$ cat src/dswrp_pkg.sv
package dswrp_pkg;

  // Set capacity and derived widths.
  localparam int CAPACITY  = 16;
  localparam int IDX_W     = $clog2(CAPACITY);
  localparam int CNT_W     = $clog2(CAPACITY + 1);
  localparam int VAL_W     = 32;
  localparam int RW_W      = 31;
  localparam int DIV_CNT_W = $clog2(RW_W + 1);

  // Operation codes.
  localparam logic [1:0] OP_INSERT = 2'd0;
  localparam logic [1:0] OP_REMOVE = 2'd1;
  localparam logic [1:0] OP_PICK   = 2'd2;

  // Result status codes.
  localparam logic [1:0] ST_OK       = 2'd0;
  localparam logic [1:0] ST_CONFLICT = 2'd1;
  localparam logic [1:0] ST_FULL     = 2'd2;
  localparam logic [1:0] ST_EMPTY    = 2'd3;

  // Controller states.
  typedef enum logic [1:0] {
    S_IDLE,
    S_DIV,
    S_SCAN,
    S_FIX
  } state_t;

  // Per-cell control: rotate the ring, and replace the wrapping entry.
  typedef struct packed {
    logic shift;
    logic load;
  } cell_ctrl_t;

endpackage

$ cat src/dswrp_cell.sv
module dswrp_cell (
  input  logic                                clk,
  input  dswrp_pkg::cell_ctrl_t               ctrl,
  input  logic signed [dswrp_pkg::VAL_W-1:0]  nb_value,
  input  logic signed [dswrp_pkg::VAL_W-1:0]  load_value,
  output logic signed [dswrp_pkg::VAL_W-1:0]  value
);

  logic signed [dswrp_pkg::VAL_W-1:0] value_r;
  logic signed [dswrp_pkg::VAL_W-1:0] value_nxt;

  // Take the neighbor's entry on a shift, or the replacement data on a shift with load.
  always_comb begin
    value_nxt = value_r;
    if (ctrl.shift) begin
      value_nxt = ctrl.load ? load_value : nb_value;
    end
  end

  always_ff @(posedge clk) begin
    value_r <= value_nxt;
  end

  assign value = value_r;

endmodule

$ cat src/dswrp_div.sv
module dswrp_div (
  input  logic                             clk,
  input  logic                             rst_n,
  input  logic                             start,
  input  logic [dswrp_pkg::RW_W-1:0]       dividend,
  input  logic [dswrp_pkg::CNT_W-1:0]      divisor,
  output logic                             done,
  output logic [dswrp_pkg::IDX_W-1:0]      remainder
);

  logic                              active_r, active_nxt;
  logic                              done_r, done_nxt;
  logic [dswrp_pkg::DIV_CNT_W-1:0]   cnt_r, cnt_nxt;
  logic [dswrp_pkg::RW_W-1:0]        quo_r, quo_nxt;
  logic [dswrp_pkg::CNT_W-1:0]       dsr_r, dsr_nxt;
  logic [dswrp_pkg::CNT_W-1:0]       rem_r, rem_nxt;
  logic [dswrp_pkg::CNT_W:0]         trial;

  // Restoring remainder, one dividend bit per cycle, most significant first.
  always_comb begin
    active_nxt = active_r;
    done_nxt   = 1'b0;
    cnt_nxt    = cnt_r;
    quo_nxt    = quo_r;
    dsr_nxt    = dsr_r;
    rem_nxt    = rem_r;
    trial      = {rem_r, quo_r[dswrp_pkg::RW_W-1]};
    if (start && !active_r) begin
      active_nxt = 1'b1;
      cnt_nxt    = dswrp_pkg::DIV_CNT_W'(dswrp_pkg::RW_W);
      quo_nxt    = dividend;
      dsr_nxt    = divisor;
      rem_nxt    = '0;
    end else if (active_r) begin
      if (trial >= {1'b0, dsr_r}) begin
        rem_nxt = dswrp_pkg::CNT_W'(trial - {1'b0, dsr_r});
      end else begin
        rem_nxt = dswrp_pkg::CNT_W'(trial);
      end
      quo_nxt = {quo_r[dswrp_pkg::RW_W-2:0], 1'b0};
      cnt_nxt = cnt_r - 1'b1;
      if (cnt_r == dswrp_pkg::DIV_CNT_W'(1)) begin
        active_nxt = 1'b0;
        done_nxt   = 1'b1;
      end
    end
  end

  always_ff @(posedge clk) begin
    if (!rst_n) begin
      active_r <= 1'b0;
      done_r   <= 1'b0;
      cnt_r    <= '0;
    end else begin
      active_r <= active_nxt;
      done_r   <= done_nxt;
      cnt_r    <= cnt_nxt;
    end
  end

  always_ff @(posedge clk) begin
    quo_r <= quo_nxt;
    dsr_r <= dsr_nxt;
    rem_r <= rem_nxt;
  end

  // The remainder is below the divisor, which is at most the capacity.
  assign done      = done_r;
  assign remainder = rem_r[dswrp_pkg::IDX_W-1:0];

endmodule

$ cat src/dense_set_with_random_pick.sv
// Channel   Ports                                          Handshake
// request   in_operation, in_value, in_random_word         start && !busy
// result    out_success, out_status, out_picked_value      out_valid, one cycle
//
// Insert, or remove of an absent value: one ring turn. Remove of a present
// value: a search turn, then a write-back turn. Pick: accept, the divider
// steps through the random word, a hand-off, then one ring turn. Empty pick
// and unused codes are answered from the idle state without a ring turn.
// Reset (rst_n low, synchronous) empties the set; entries are not cleared.
// The result receiver cannot stall; each result shows for one cycle.
module dense_set_with_random_pick (
  input  logic                                clk,
  input  logic                                rst_n,
  input  logic                                start,
  output logic                                busy,
  input  logic [1:0]                          in_operation,
  input  logic signed [dswrp_pkg::VAL_W-1:0]  in_value,
  input  logic [dswrp_pkg::RW_W-1:0]          in_random_word,
  output logic                                out_valid,
  output logic                                out_success,
  output logic [1:0]                          out_status,
  output logic signed [dswrp_pkg::VAL_W-1:0]  out_picked_value
);

  dswrp_pkg::state_t                   state_r, state_nxt;
  logic [1:0]                          op_r, op_nxt;
  logic signed [dswrp_pkg::VAL_W-1:0]  value_r, value_nxt;
  logic [dswrp_pkg::CNT_W-1:0]         count_r, count_nxt;
  logic [dswrp_pkg::IDX_W-1:0]         step_r, step_nxt;
  logic                                found_r, found_nxt;
  logic [dswrp_pkg::IDX_W-1:0]         pos_r, pos_nxt;
  logic signed [dswrp_pkg::VAL_W-1:0]  last_r, last_nxt;
  logic [dswrp_pkg::IDX_W-1:0]         pick_pos_r, pick_pos_nxt;
  logic signed [dswrp_pkg::VAL_W-1:0]  picked_r, picked_nxt;
  logic                                out_valid_r, out_valid_nxt;
  logic                                out_success_r, out_success_nxt;
  logic [1:0]                          out_status_r, out_status_nxt;
  logic signed [dswrp_pkg::VAL_W-1:0]  out_picked_r, out_picked_nxt;

  logic                                div_start;
  logic                                div_done;
  logic [dswrp_pkg::IDX_W-1:0]         div_rem;

  dswrp_pkg::cell_ctrl_t               cell_ctrl [dswrp_pkg::CAPACITY];
  logic signed [dswrp_pkg::VAL_W-1:0]  cell_value [dswrp_pkg::CAPACITY];
  logic signed [dswrp_pkg::VAL_W-1:0]  load_value;
  logic                                ring_shift;
  logic                                ring_load;

  logic signed [dswrp_pkg::VAL_W-1:0]  head;
  logic [dswrp_pkg::CNT_W-1:0]         step_ext;
  logic                                hit;
  logic                                last_step;
  logic                                found_all;

  // Ring of cells: cell 0 is the head, each cell takes its upper neighbor, the last cell takes cell 0.
  for (genvar i = 0; i < dswrp_pkg::CAPACITY; i++) begin : g_cell
    if (i == dswrp_pkg::CAPACITY - 1) begin : g_tail
      assign cell_ctrl[i] = '{shift: ring_shift, load: ring_load};
      dswrp_cell u_cell (
        .clk        (clk),
        .ctrl       (cell_ctrl[i]),
        .nb_value   (cell_value[0]),
        .load_value (load_value),
        .value      (cell_value[i])
      );
    end else begin : g_body
      assign cell_ctrl[i] = '{shift: ring_shift, load: 1'b0};
      dswrp_cell u_cell (
        .clk        (clk),
        .ctrl       (cell_ctrl[i]),
        .nb_value   (cell_value[i+1]),
        .load_value (load_value),
        .value      (cell_value[i])
      );
    end
  end

  // Pick position is the random word modulo the member count.
  dswrp_div u_div (
    .clk       (clk),
    .rst_n     (rst_n),
    .start     (div_start),
    .dividend  (in_random_word),
    .divisor   (count_r),
    .done      (div_done),
    .remainder (div_rem)
  );

  // The entry at position step_r sits in the head cell during a ring turn.
  assign head      = cell_value[0];
  assign step_ext  = dswrp_pkg::CNT_W'(step_r);
  assign hit       = (step_ext < count_r) && (head == value_r) && !found_r;
  assign last_step = (step_r == dswrp_pkg::IDX_W'(dswrp_pkg::CAPACITY - 1));
  assign found_all = found_r || hit;

  // Request sequencing and result formation.
  always_comb begin
    state_nxt       = state_r;
    op_nxt          = op_r;
    value_nxt       = value_r;
    count_nxt       = count_r;
    step_nxt        = step_r;
    found_nxt       = found_r;
    pos_nxt         = pos_r;
    last_nxt        = last_r;
    pick_pos_nxt    = pick_pos_r;
    picked_nxt      = picked_r;
    out_valid_nxt   = 1'b0;
    out_success_nxt = out_success_r;
    out_status_nxt  = out_status_r;
    out_picked_nxt  = out_picked_r;
    div_start       = 1'b0;
    ring_shift      = 1'b0;
    ring_load       = 1'b0;
    load_value      = value_r;
    case (state_r)
      dswrp_pkg::S_IDLE: begin
        if (start) begin
          op_nxt         = in_operation;
          value_nxt      = in_value;
          step_nxt       = '0;
          found_nxt      = 1'b0;
          out_picked_nxt = '1;
          if (in_operation == dswrp_pkg::OP_INSERT ||
              in_operation == dswrp_pkg::OP_REMOVE) begin
            state_nxt = dswrp_pkg::S_SCAN;
          end else if (in_operation == dswrp_pkg::OP_PICK) begin
            if (count_r == '0) begin
              out_valid_nxt   = 1'b1;
              out_success_nxt = 1'b0;
              out_status_nxt  = dswrp_pkg::ST_EMPTY;
            end else begin
              div_start = 1'b1;
              state_nxt = dswrp_pkg::S_DIV;
            end
          end else begin
            out_valid_nxt   = 1'b1;
            out_success_nxt = 1'b0;
            out_status_nxt  = dswrp_pkg::ST_OK;
          end
        end
      end
      dswrp_pkg::S_DIV: begin
        if (div_done) begin
          pick_pos_nxt = div_rem;
          state_nxt    = dswrp_pkg::S_SCAN;
        end
      end
      dswrp_pkg::S_SCAN: begin
        ring_shift = 1'b1;
        step_nxt   = step_r + 1'b1;
        found_nxt  = found_all;
        if (hit) begin
          pos_nxt = step_r;
        end
        if (step_ext + 1'b1 == count_r) begin
          last_nxt = head;
        end
        if (step_r == pick_pos_r) begin
          picked_nxt = head;
        end
        // Append an absent value as the entry just past the last member.
        if (op_r == dswrp_pkg::OP_INSERT && !found_r && step_ext == count_r) begin
          ring_load = 1'b1;
        end
        if (last_step) begin
          step_nxt  = '0;
          state_nxt = dswrp_pkg::S_IDLE;
          out_picked_nxt = '1;
          case (op_r)
            dswrp_pkg::OP_INSERT: begin
              out_valid_nxt = 1'b1;
              if (found_all) begin
                out_success_nxt = 1'b0;
                out_status_nxt  = dswrp_pkg::ST_CONFLICT;
              end else if (count_r == dswrp_pkg::CNT_W'(dswrp_pkg::CAPACITY)) begin
                out_success_nxt = 1'b0;
                out_status_nxt  = dswrp_pkg::ST_FULL;
              end else begin
                out_success_nxt = 1'b1;
                out_status_nxt  = dswrp_pkg::ST_OK;
                count_nxt       = count_r + 1'b1;
              end
            end
            dswrp_pkg::OP_REMOVE: begin
              if (found_all) begin
                state_nxt = dswrp_pkg::S_FIX;
              end else begin
                out_valid_nxt   = 1'b1;
                out_success_nxt = 1'b0;
                out_status_nxt  = dswrp_pkg::ST_CONFLICT;
              end
            end
            default: begin
              out_valid_nxt   = 1'b1;
              out_success_nxt = 1'b1;
              out_status_nxt  = dswrp_pkg::ST_OK;
              out_picked_nxt  = (step_r == pick_pos_r) ? head : picked_r;
            end
          endcase
        end
      end
      dswrp_pkg::S_FIX: begin
        // Second turn: the last member overwrites the removed one.
        ring_shift = 1'b1;
        load_value = last_r;
        ring_load  = (step_r == pos_r);
        step_nxt   = step_r + 1'b1;
        if (last_step) begin
          step_nxt        = '0;
          state_nxt       = dswrp_pkg::S_IDLE;
          count_nxt       = count_r - 1'b1;
          out_valid_nxt   = 1'b1;
          out_success_nxt = 1'b1;
          out_status_nxt  = dswrp_pkg::ST_OK;
          out_picked_nxt  = '1;
        end
      end
      default: begin
        state_nxt = dswrp_pkg::S_IDLE;
      end
    endcase
  end

  always_ff @(posedge clk) begin
    if (!rst_n) begin
      state_r     <= dswrp_pkg::S_IDLE;
      count_r     <= '0;
      step_r      <= '0;
      found_r     <= 1'b0;
      out_valid_r <= 1'b0;
    end else begin
      state_r     <= state_nxt;
      count_r     <= count_nxt;
      step_r      <= step_nxt;
      found_r     <= found_nxt;
      out_valid_r <= out_valid_nxt;
    end
  end

  always_ff @(posedge clk) begin
    op_r          <= op_nxt;
    value_r       <= value_nxt;
    pos_r         <= pos_nxt;
    last_r        <= last_nxt;
    pick_pos_r    <= pick_pos_nxt;
    picked_r      <= picked_nxt;
    out_success_r <= out_success_nxt;
    out_status_r  <= out_status_nxt;
    out_picked_r  <= out_picked_nxt;
  end

  assign busy             = (state_r != dswrp_pkg::S_IDLE);
  assign out_valid        = out_valid_r;
  assign out_success      = out_success_r;
  assign out_status       = out_status_r;
  assign out_picked_value = out_picked_r;

`ifndef SYNTH
  a_count_bound: assert property (@(posedge clk) disable iff (!rst_n)
    count_r <= dswrp_pkg::CNT_W'(dswrp_pkg::CAPACITY))
    else $error("member count exceeds capacity");

  a_count_moves_at_end: assert property (@(posedge clk) disable iff (!rst_n)
    (count_r != $past(count_r)) |-> $past(busy) && !busy && out_valid)
    else $error("member count changed outside the end of a request");

  a_success_ok: assert property (@(posedge clk) disable iff (!rst_n)
    (out_valid && out_success) |-> (out_status == dswrp_pkg::ST_OK))
    else $error("successful result with a non-ok status");

  a_div_done_state: assert property (@(posedge clk) disable iff (!rst_n)
    div_done |-> (state_r == dswrp_pkg::S_DIV))
    else $error("divider finished outside the divide state");

  a_fix_after_scan: assert property (@(posedge clk) disable iff (!rst_n)
    $rose(state_r == dswrp_pkg::S_FIX) |->
      ($past(state_r) == dswrp_pkg::S_SCAN) && (op_r == dswrp_pkg::OP_REMOVE) && found_r)
    else $error("write-back turn entered without a found remove");
`endif

endmodule
$ cat config.mk
export PLATFORM = sky130hd
export DESIGN_NAME = dense_set_with_random_pick
export DESIGN_NICKNAME = d
export VERILOG_FILES = /design/src/dswrp_pkg.sv /design/src/dswrp_cell.sv /design/src/dswrp_div.sv /design/src/dense_set_with_random_pick.sv
export SDC_FILE = /design/constraint.sdc
export NUM_CORES = 1
export LEC_CHECK = 0
export BUFFER_PORTS_ARGS = -buffer_cell sky130_fd_sc_hd__buf_2
export CORE_ASPECT_RATIO = 1.1
export CORE_MARGIN = 5
export CORE_UTILIZATION = 57
export CTS_BUF_LIST = sky130_fd_sc_hd__clkbuf_4 sky130_fd_sc_hd__clkbuf_8
export CTS_CLUSTER_SIZE = 30
export DETAILED_ROUTE_END_ITERATION = 8
export GPL_ROUTABILITY_DRIVEN = 0
export PLACE_DENSITY = 0.88
export SLEW_MARGIN = 30
export SYNTH_ARGS = -nofsm -noshare
export SYNTH_HDL_FRONTEND = slang
export SYNTH_SLANG_ARGS = --single-unit
$ cat constraint.sdc
create_clock -name clk -period 14.1 [get_ports clk]
set_input_delay 0 -clock clk [delete_from_list [all_inputs] [get_ports clk]]
set_output_delay 0 -clock clk [all_outputs]
set_load 0.005 [all_outputs]
==> results of run 1 <==
[metrics by stage]
step	power (uW)	hold WS [ns]	std cells
final	4109	0.06188	2101
after global routing	4273	0.03484	2101
after CTS	4148	0.001250	2100
after detailed placement	2648	0.1781	1852
after global placement	2636	0.1785	1851
after floorplan	2608	0.09887	1189
[state kept, by name (all words and copies together), names as in the netlist, 31 cells and up]
signal,count
g_cell.g_body.u_cell.value,480
g_cell.g_tail.u_cell.value,32
last_r,32
out_picked_value,32
picked_r,32
u_div.quo_r,31
value_r,32
[power groups by stage]
| stage | clock (uW) | sequential (uW) | combinational (uW) |
|---|---|---|---|
| after floorplan | 0 | 2530 | 77.4 |
| after global placement | 0 | 2520 | 114 |
| after detailed placement | 0 | 2530 | 122 |
| after CTS | 1530 | 2480 | 137 |
| after global routing | 1640 | 2490 | 148 |
| final | 1490 | 2480 | 136 |
[Yosys cell counts, types with 4 or more instances]
cell / number / area share (%)
a21oi_1: 46 / 0.93
and2_1: 4 / 0.10
buf_2: 14 / 0.28
buf_4: 4 / 0.12
clkbuf_1: 9 / 0.14
dfxtp_1: 25 / 2.0
edfxtp_1: 689 / 84
ha_1: 15 / 0.76
inv_1: 22 / 0.34
mux2_1: 57 / 2.6
mux2_2: 5 / 0.23
mux2i_1: 39 / 1.6
nand2_1: 24 / 0.37
nand2b_1: 37 / 0.94
nand3_1: 15 / 0.30
nand4_1: 11 / 0.28
nor2_1: 47 / 0.72
nor3_1: 6 / 0.12
o21ai_0: 9 / 0.18
xnor2_1: 47 / 1.7
[kinds of logic (layout without fill, tap and decap cells)]
family	after synthesis	in the layout	share of synthesized area (%)
fa+ha+maj	17	17	0.9244
xor+xnor	50	50	1.778
compound gates	85	85	2.204
flops	714	714	86.02
mux	101	101	4.419
simple gates	169	169	3.718
buf+inv	53	391	0.9396
[metal layers]
metal	GRT usage (%)	vias up	routed length, um
li1	-	5135	-
met1	25.68	5609	17980
met2	26.00	479	19280
met3	4.287	80	3255
met4	6.508	0	1139
met5	0	-	0
[worst max-delay path, cell delays in order (launching register included)]
cell,delay [ns]
dfxtp_4,0.95
nor2b_4,0.28
buf_4,0.49
and2b_1,0.28
nand4_1,0.17
o31ai_4,0.09
buf_4,0.56
a21oi_1,0.18
[area by class of cell]
type,instances,share of cell area [%]
Clock buffer,129,5.663
Clock inverter,50,0.8611
Inverter,24,0.3163
Multi-Input combinational cell,422,11.36
Sequential cell,714,74.42
Tap cell,574,2.522
Timing Repair Buffer,188,4.859
[worst paths after layout]
kind                                           start  slack (ns)  cells after the start                                 to
hold reg to reg   g_cell[10].g_body.u_cell.value[14]        0.39                      0  g_cell[9].g_body.u_cell.value[14]
hold / removal                          in_value[13]        0.06                      2                        value_r[13]
setup reg to reg                          state_r[1]       10.70                      7  g_cell[15].g_tail.u_cell.value[8]
setup / recovery                          state_r[1]       10.70                      7  g_cell[15].g_tail.u_cell.value[8]
[layout by cell type, fill, tap and decap left out, types with 6 or more instances in the layout]
cell and n:
edfxtp_1 689, buf_2 104, clkbuf_8 103, dlygate4sd3_1 69, mux2_1 57, xnor2_1 47
nor2_1 47, a21oi_1 46, mux2i_1 39, nand2b_1 37, clkinv_2 28, clkbuf_4 26
nand2_1 24, dfxtp_1 24, inv_1 22, clkinv_1 18, nand3_1 15, ha_1 15
nand4_1 11, buf_4 10, o21ai_0 8, nor3_1 6
==> results.md, run 1 <==
- Syn Area/Cell: 20.72 um^2
- Cell Area, Placed: 25900 um^2
- Fin. max-slew vios: 0
- Global-route wire length before repair: 64.65 mm
- Final worst slack: 10.70 ns
- Num rows: 80
- Initial antenna violation count: 3
- Via count: 11300
- Clock root buffer: clkbuf_8
- Worst-path clk slew: 0.07 ns
- Post-CTS Setup Bufs: 0
- Worst Path Max Fanout: 73
- Die H: 228.0 um
- # IOs: 105
- Ys async rst share: 0%
- RSZ-0062 raised after global routing: false
- Vias in the first global route: 11250
- Gr ovfl total: 0
- Min cycle time layout: 3.395 ns
- Pin count of the biggest net entering global routing: 135
- Final antenna-violating net count: 0
- Clock Latency Late Sink: 0.66 ns
- Final Skew: 0.03971 ns
- Number of max-cap violations: 0
- Initial DRC count: 1057
- Kind of critical path: flip-flop to flip-flop
- Sw Share: 21.15%
- Fin util: 66.17%
- Net switching power: 869.1 uW
- Worst EP required: 14.45 ns
- Core area: 43040 um^2
- Crit share post-route: 24.08%
- Part of the power in the clock network: 36.3%
- Max Clk Rate: 294.5 MHz
- PortBufs: 104
- H-tree depth: 3
- Warnings, synthesis: 0
- Slew margin rel.: 36.96%
- Count of final setup violators: 0
- Fin nets: 1537
- DIE AREA: 47480 um^2
- Leakage: 0.009684 uW
- Final Hold Fails: 0
- Power Density: 144.3 nW/um^2
- Global Route Usage Sum: 17.49%
- Residual DRC: 0
- Comb pwr share: 3.3%
- Dpl ws: 10.74 ns
- Starting Density: 57.24%
- Min-delay worst type: input port to flip-flop
- Synthesized area: 24630 um^2
- CTS tree: done
- EDFF count, synth: 689
- Footprint of the multi-input gates: 3236 um^2
- Syn Inst Count: 1189
- Peak VDD IR: 0.1280 mV
- Maximum buffer depth of the clock tree: 3
- Routed wire length: 41.65 mm
- Post-CTS Resized: 0
- Unique masters post-synth: 63
- Crit. End Element: flip-flop
- Arrival time worst endpoint: 3.75 ns
- Internal power: 3240 uW
- Register share of total power: 60.4%
- Pre-antenna DRT Iters: 5
- Dpl hpwl: 24.11 mm
- Top_reg_cell synth: edfxtp_1
- Setup TNS: 0 ns
- TritonCTS buffer count: 102
- Vias/cell: 5.380
- FF+latch count, synth: 714
- Post-route cell area: 28480 um^2
- Share of post-route cells with drive strength above 1: 20.04%
- Sink Count: 714
- Diode count: 0
- Area Growth Syn to Fin: 15.61%
- Slew @ Worst Pin: 0.9456 ns
- Routed len/inst: 19.82 um
- Status: finished, final reports clean
- # fillers: 2653
- DIE WIDTH: 208.2 um
- Crit start category: flip-flop
- Post-CTS Hold Buffers: 69
- Mapped Nets: 1274
- Register area: 21190 um^2
- Post-synthesis sequential area ratio: 86.02%
Power figures use the tool's default switching activity.
==> run 2: changes to the inputs <==
Settings changed: ABC_AREA set to 1, PLACE_DENSITY 0.88 to 0.87.
Clock period 14.1 ns to 3 ns, I/O delays scaled along.
==> run 2 against run 1 <==
Compared with the run above:
- clock power grew to 5.2 times the previous value
- power increased to 6.3 times the previous value
- combinational power grew to 21 times the previous value
- die area increased by 1.8%
- clock skew shrank 0.012 ns
- setup slack lost 10 ns
- critical path depth up 4
- synthesized area grew 1.8%
- register-to-register slack lost 10 ns
- largest cell class unchanged
==> results.md, run 2 <==
- Status: finished, final reports clean
- Final Skew: 0.02767 ns
- Top post-synthesis cells by area: edfxtp_1 (82%), nand2_1 (5.3%), inv_1 (2.2%), dfxtp_1 (2.0%), o21ai_0 (1.0%)
- Dpl ws: 0.4822 ns
- R2R depth: 11
- Initial DRC count: 1405
- Crit start category: flip-flop
- Routed wire length: 47.15 mm
- Final worst slack: 0.3858 ns
- Via count: 13150
- Fin util: 67.22%
- Mapped Nets: 1610
- Global-route wire length before repair: 74.20 mm
- Adder-cell area share of the yosys netlist: 0.9076%
- Slew @ Worst Pin: 0.9387 ns
- Clock root buffer: clkbuf_8
- Delay-heaviest family, CP: simple AND/OR/NAND/NOR gates
- Core area: 43440 um^2
- DIE AREA: 48320 um^2
- Slew margin rel.: 37.42%
- Setup TNS: 0 ns
- Unique masters post-synth: 37
- Critical Path Slowest Stage Cell: nor3_1
- Min cycle time layout: 2.614 ns
- # IOs: 105
- Fin. max-slew vios: 0
- Cell depth of the worst setup path: 11
- Most frequent cells in the layout: edfxtp_1 (689), nand2_1 (354), inv_1 (149), clkbuf_8 (105), buf_2 (104)
- Syn Inst Count: 1525
- PortBufs: 104
- Kind of critical path: flip-flop to flip-flop
- Num rows: 80
- Peak VDD IR: 0.6148 mV
- Warnings, synthesis: 0
- Arrival time worst endpoint: 2.93 ns
- Starting Density: 57.75%
- Syn Area/Cell: 16.45 um^2
- Simple-gate share of the synthesized area: 6.837%
- Initial antenna violation count: 2
- Tot Pwr: 26090 uW
- H-tree depth: 3
- Top post-synthesis cells by count: edfxtp_1 (689), nand2_1 (355), inv_1 (150)
- Routed len/inst: 19.17 um
- TritonCTS buffer count: 104
- FF+latch count, synth: 714
- Gr ovfl total: 0
- Post-synthesis sequential area ratio: 84.46%
- Max Clk Rate: 382.5 MHz
- Dpl hpwl: 26.14 mm
- RSZ-0062 raised after global routing: false
- EDFF count, synth: 689
- Share of post-route cells with drive strength above 1: 17.46%
- Sink Count: 714
- Number of max-cap violations: 0
- Residual DRC: 0
- Final Hold Fails: 0
- Worst Path Max Fanout: 6
- Top_reg_cell synth: edfxtp_1
- Crit. End Element: flip-flop
- Max incr delay on CP: 0.54 ns
- Worst EP required: 3.31 ns
- Worst Path Buf+Inv: 2
- Synthesized area: 25090 um^2
- Clock Latency Late Sink: 0.68 ns
- CTS tree: done
- Post-synth top area share: 82.47%
- Largest area contributor in the netlist: edfxtp_1
- Final antenna-violating net count: 0
- Hold Crit Depth: 2
- Crit share post-route: 87.14%
- Worst-path clk slew: 0.07 ns
- Crit-path most repeated cell: nand2_1
- Vias/cell: 5.344
- Count of final setup violators: 0
- Commonest non-fill, non-tap cell in the layout: edfxtp_1
- Ys async rst share: 0%
- DIE WIDTH: 210.0 um
- Vias in the first global route: 13420
- Pin count of the biggest net entering global routing: 187
- Min-delay worst type: input port to flip-flop
- Pre-antenna DRT Iters: 7
- Mux cell area share after synthesis: 0%
- Fin nets: 1882
- Area Growth Syn to Fin: 16.40%
- Die H: 230.0 um
- Leakage: 0.01047 uW
- Largest register FFs: 480
- Cells along the critical path: inv_1, ha_1, nand2_1, nand2_1, inv_1, nand2_1, nor2_1, nand2_1, nor2_1, nand3_1, nor3_1
- Synth Area in Compound Gates: 3.925%
- Combinational family with the most area after synthesis: simple AND/OR/NAND/NOR gates
- Global Route Usage Sum: 19.74%
- Top-count cell post-synth: edfxtp_1
- Maximum buffer depth of the clock tree: 3
- Post-Synth XOR/XNOR Area: 0.7331%
- Power Density: 893.3 nW/um^2
==> run 2: report_power, final <==
group          total (uW)  leakage [uW]  switching (uW)  internal, uW
sequential          15500       0.00651             993         14500
combinational        2840       0.00289            2100           748
clock                7710       0.00107            3710          4000
==> run 2: cells by family after synthesis <==
| logic type | count (synthesis) |
|---|---|
| flip-flops | 714 |
| AND/OR/NAND/NOR | 434 |
| buffers and inverters | 188 |
| AO/OA/AOI/OAI | 151 |
| XOR/XNOR | 21 |
| adder cells (fa/ha/maj) | 17 |
==> run 2: stage by stage <==
stage	hold slack, ns	instance area (um^2)	instances
floorplan	0.09887	25120	1525
global route	0.01711	29200	2460
global placement	0.1781	26330	2186
detailed placement	0.1786	26340	2186
finish	0.04927	29200	2460
CTS	0.001174	29190	2458
==> run 2: layer usage <==
layer	vias to the layer above	part of all wire [%]	global-route usage, %
li1	5968	-	-
met5	-	0	0
met3	109	7.8	4.362
met2	655	49	31.31
met4	0	3.2	7.893
met1	6414	41	27.14
==> run 2: area by class of cell <==
cell class	count	area, um^2
antenna	2	5.005
clock buffer	133	1655
clock inverter	60	411.6
fill	2626	14240
inverter	155	581.8
multi-input combinational	623	3136
sequential	714	21190
tap	574	718.2
timing repair buffer	199	1501
==> run 2: repair_timing <==
| item | CTS | global route |
|---|---|---|
| gates resized for setup | 0 | 0 |
| buffers inserted | 0 | 0 |
| hold buffers | 79 | 0 |
| hold endpoints to repair | 91 | 0 |
==> run 2: worst paths after layout <==
path	from	endpoint	slack, ns
max	count_r[3]	pos_r[2]	0.39
min	in_value[17]	value_r[17]	0.05
max reg2reg	count_r[3]	pos_r[2]	0.39
min reg2reg	g_cell[5].g_body.u_cell.value[20]	g_cell[4].g_body.u_cell.value[20]	0.40
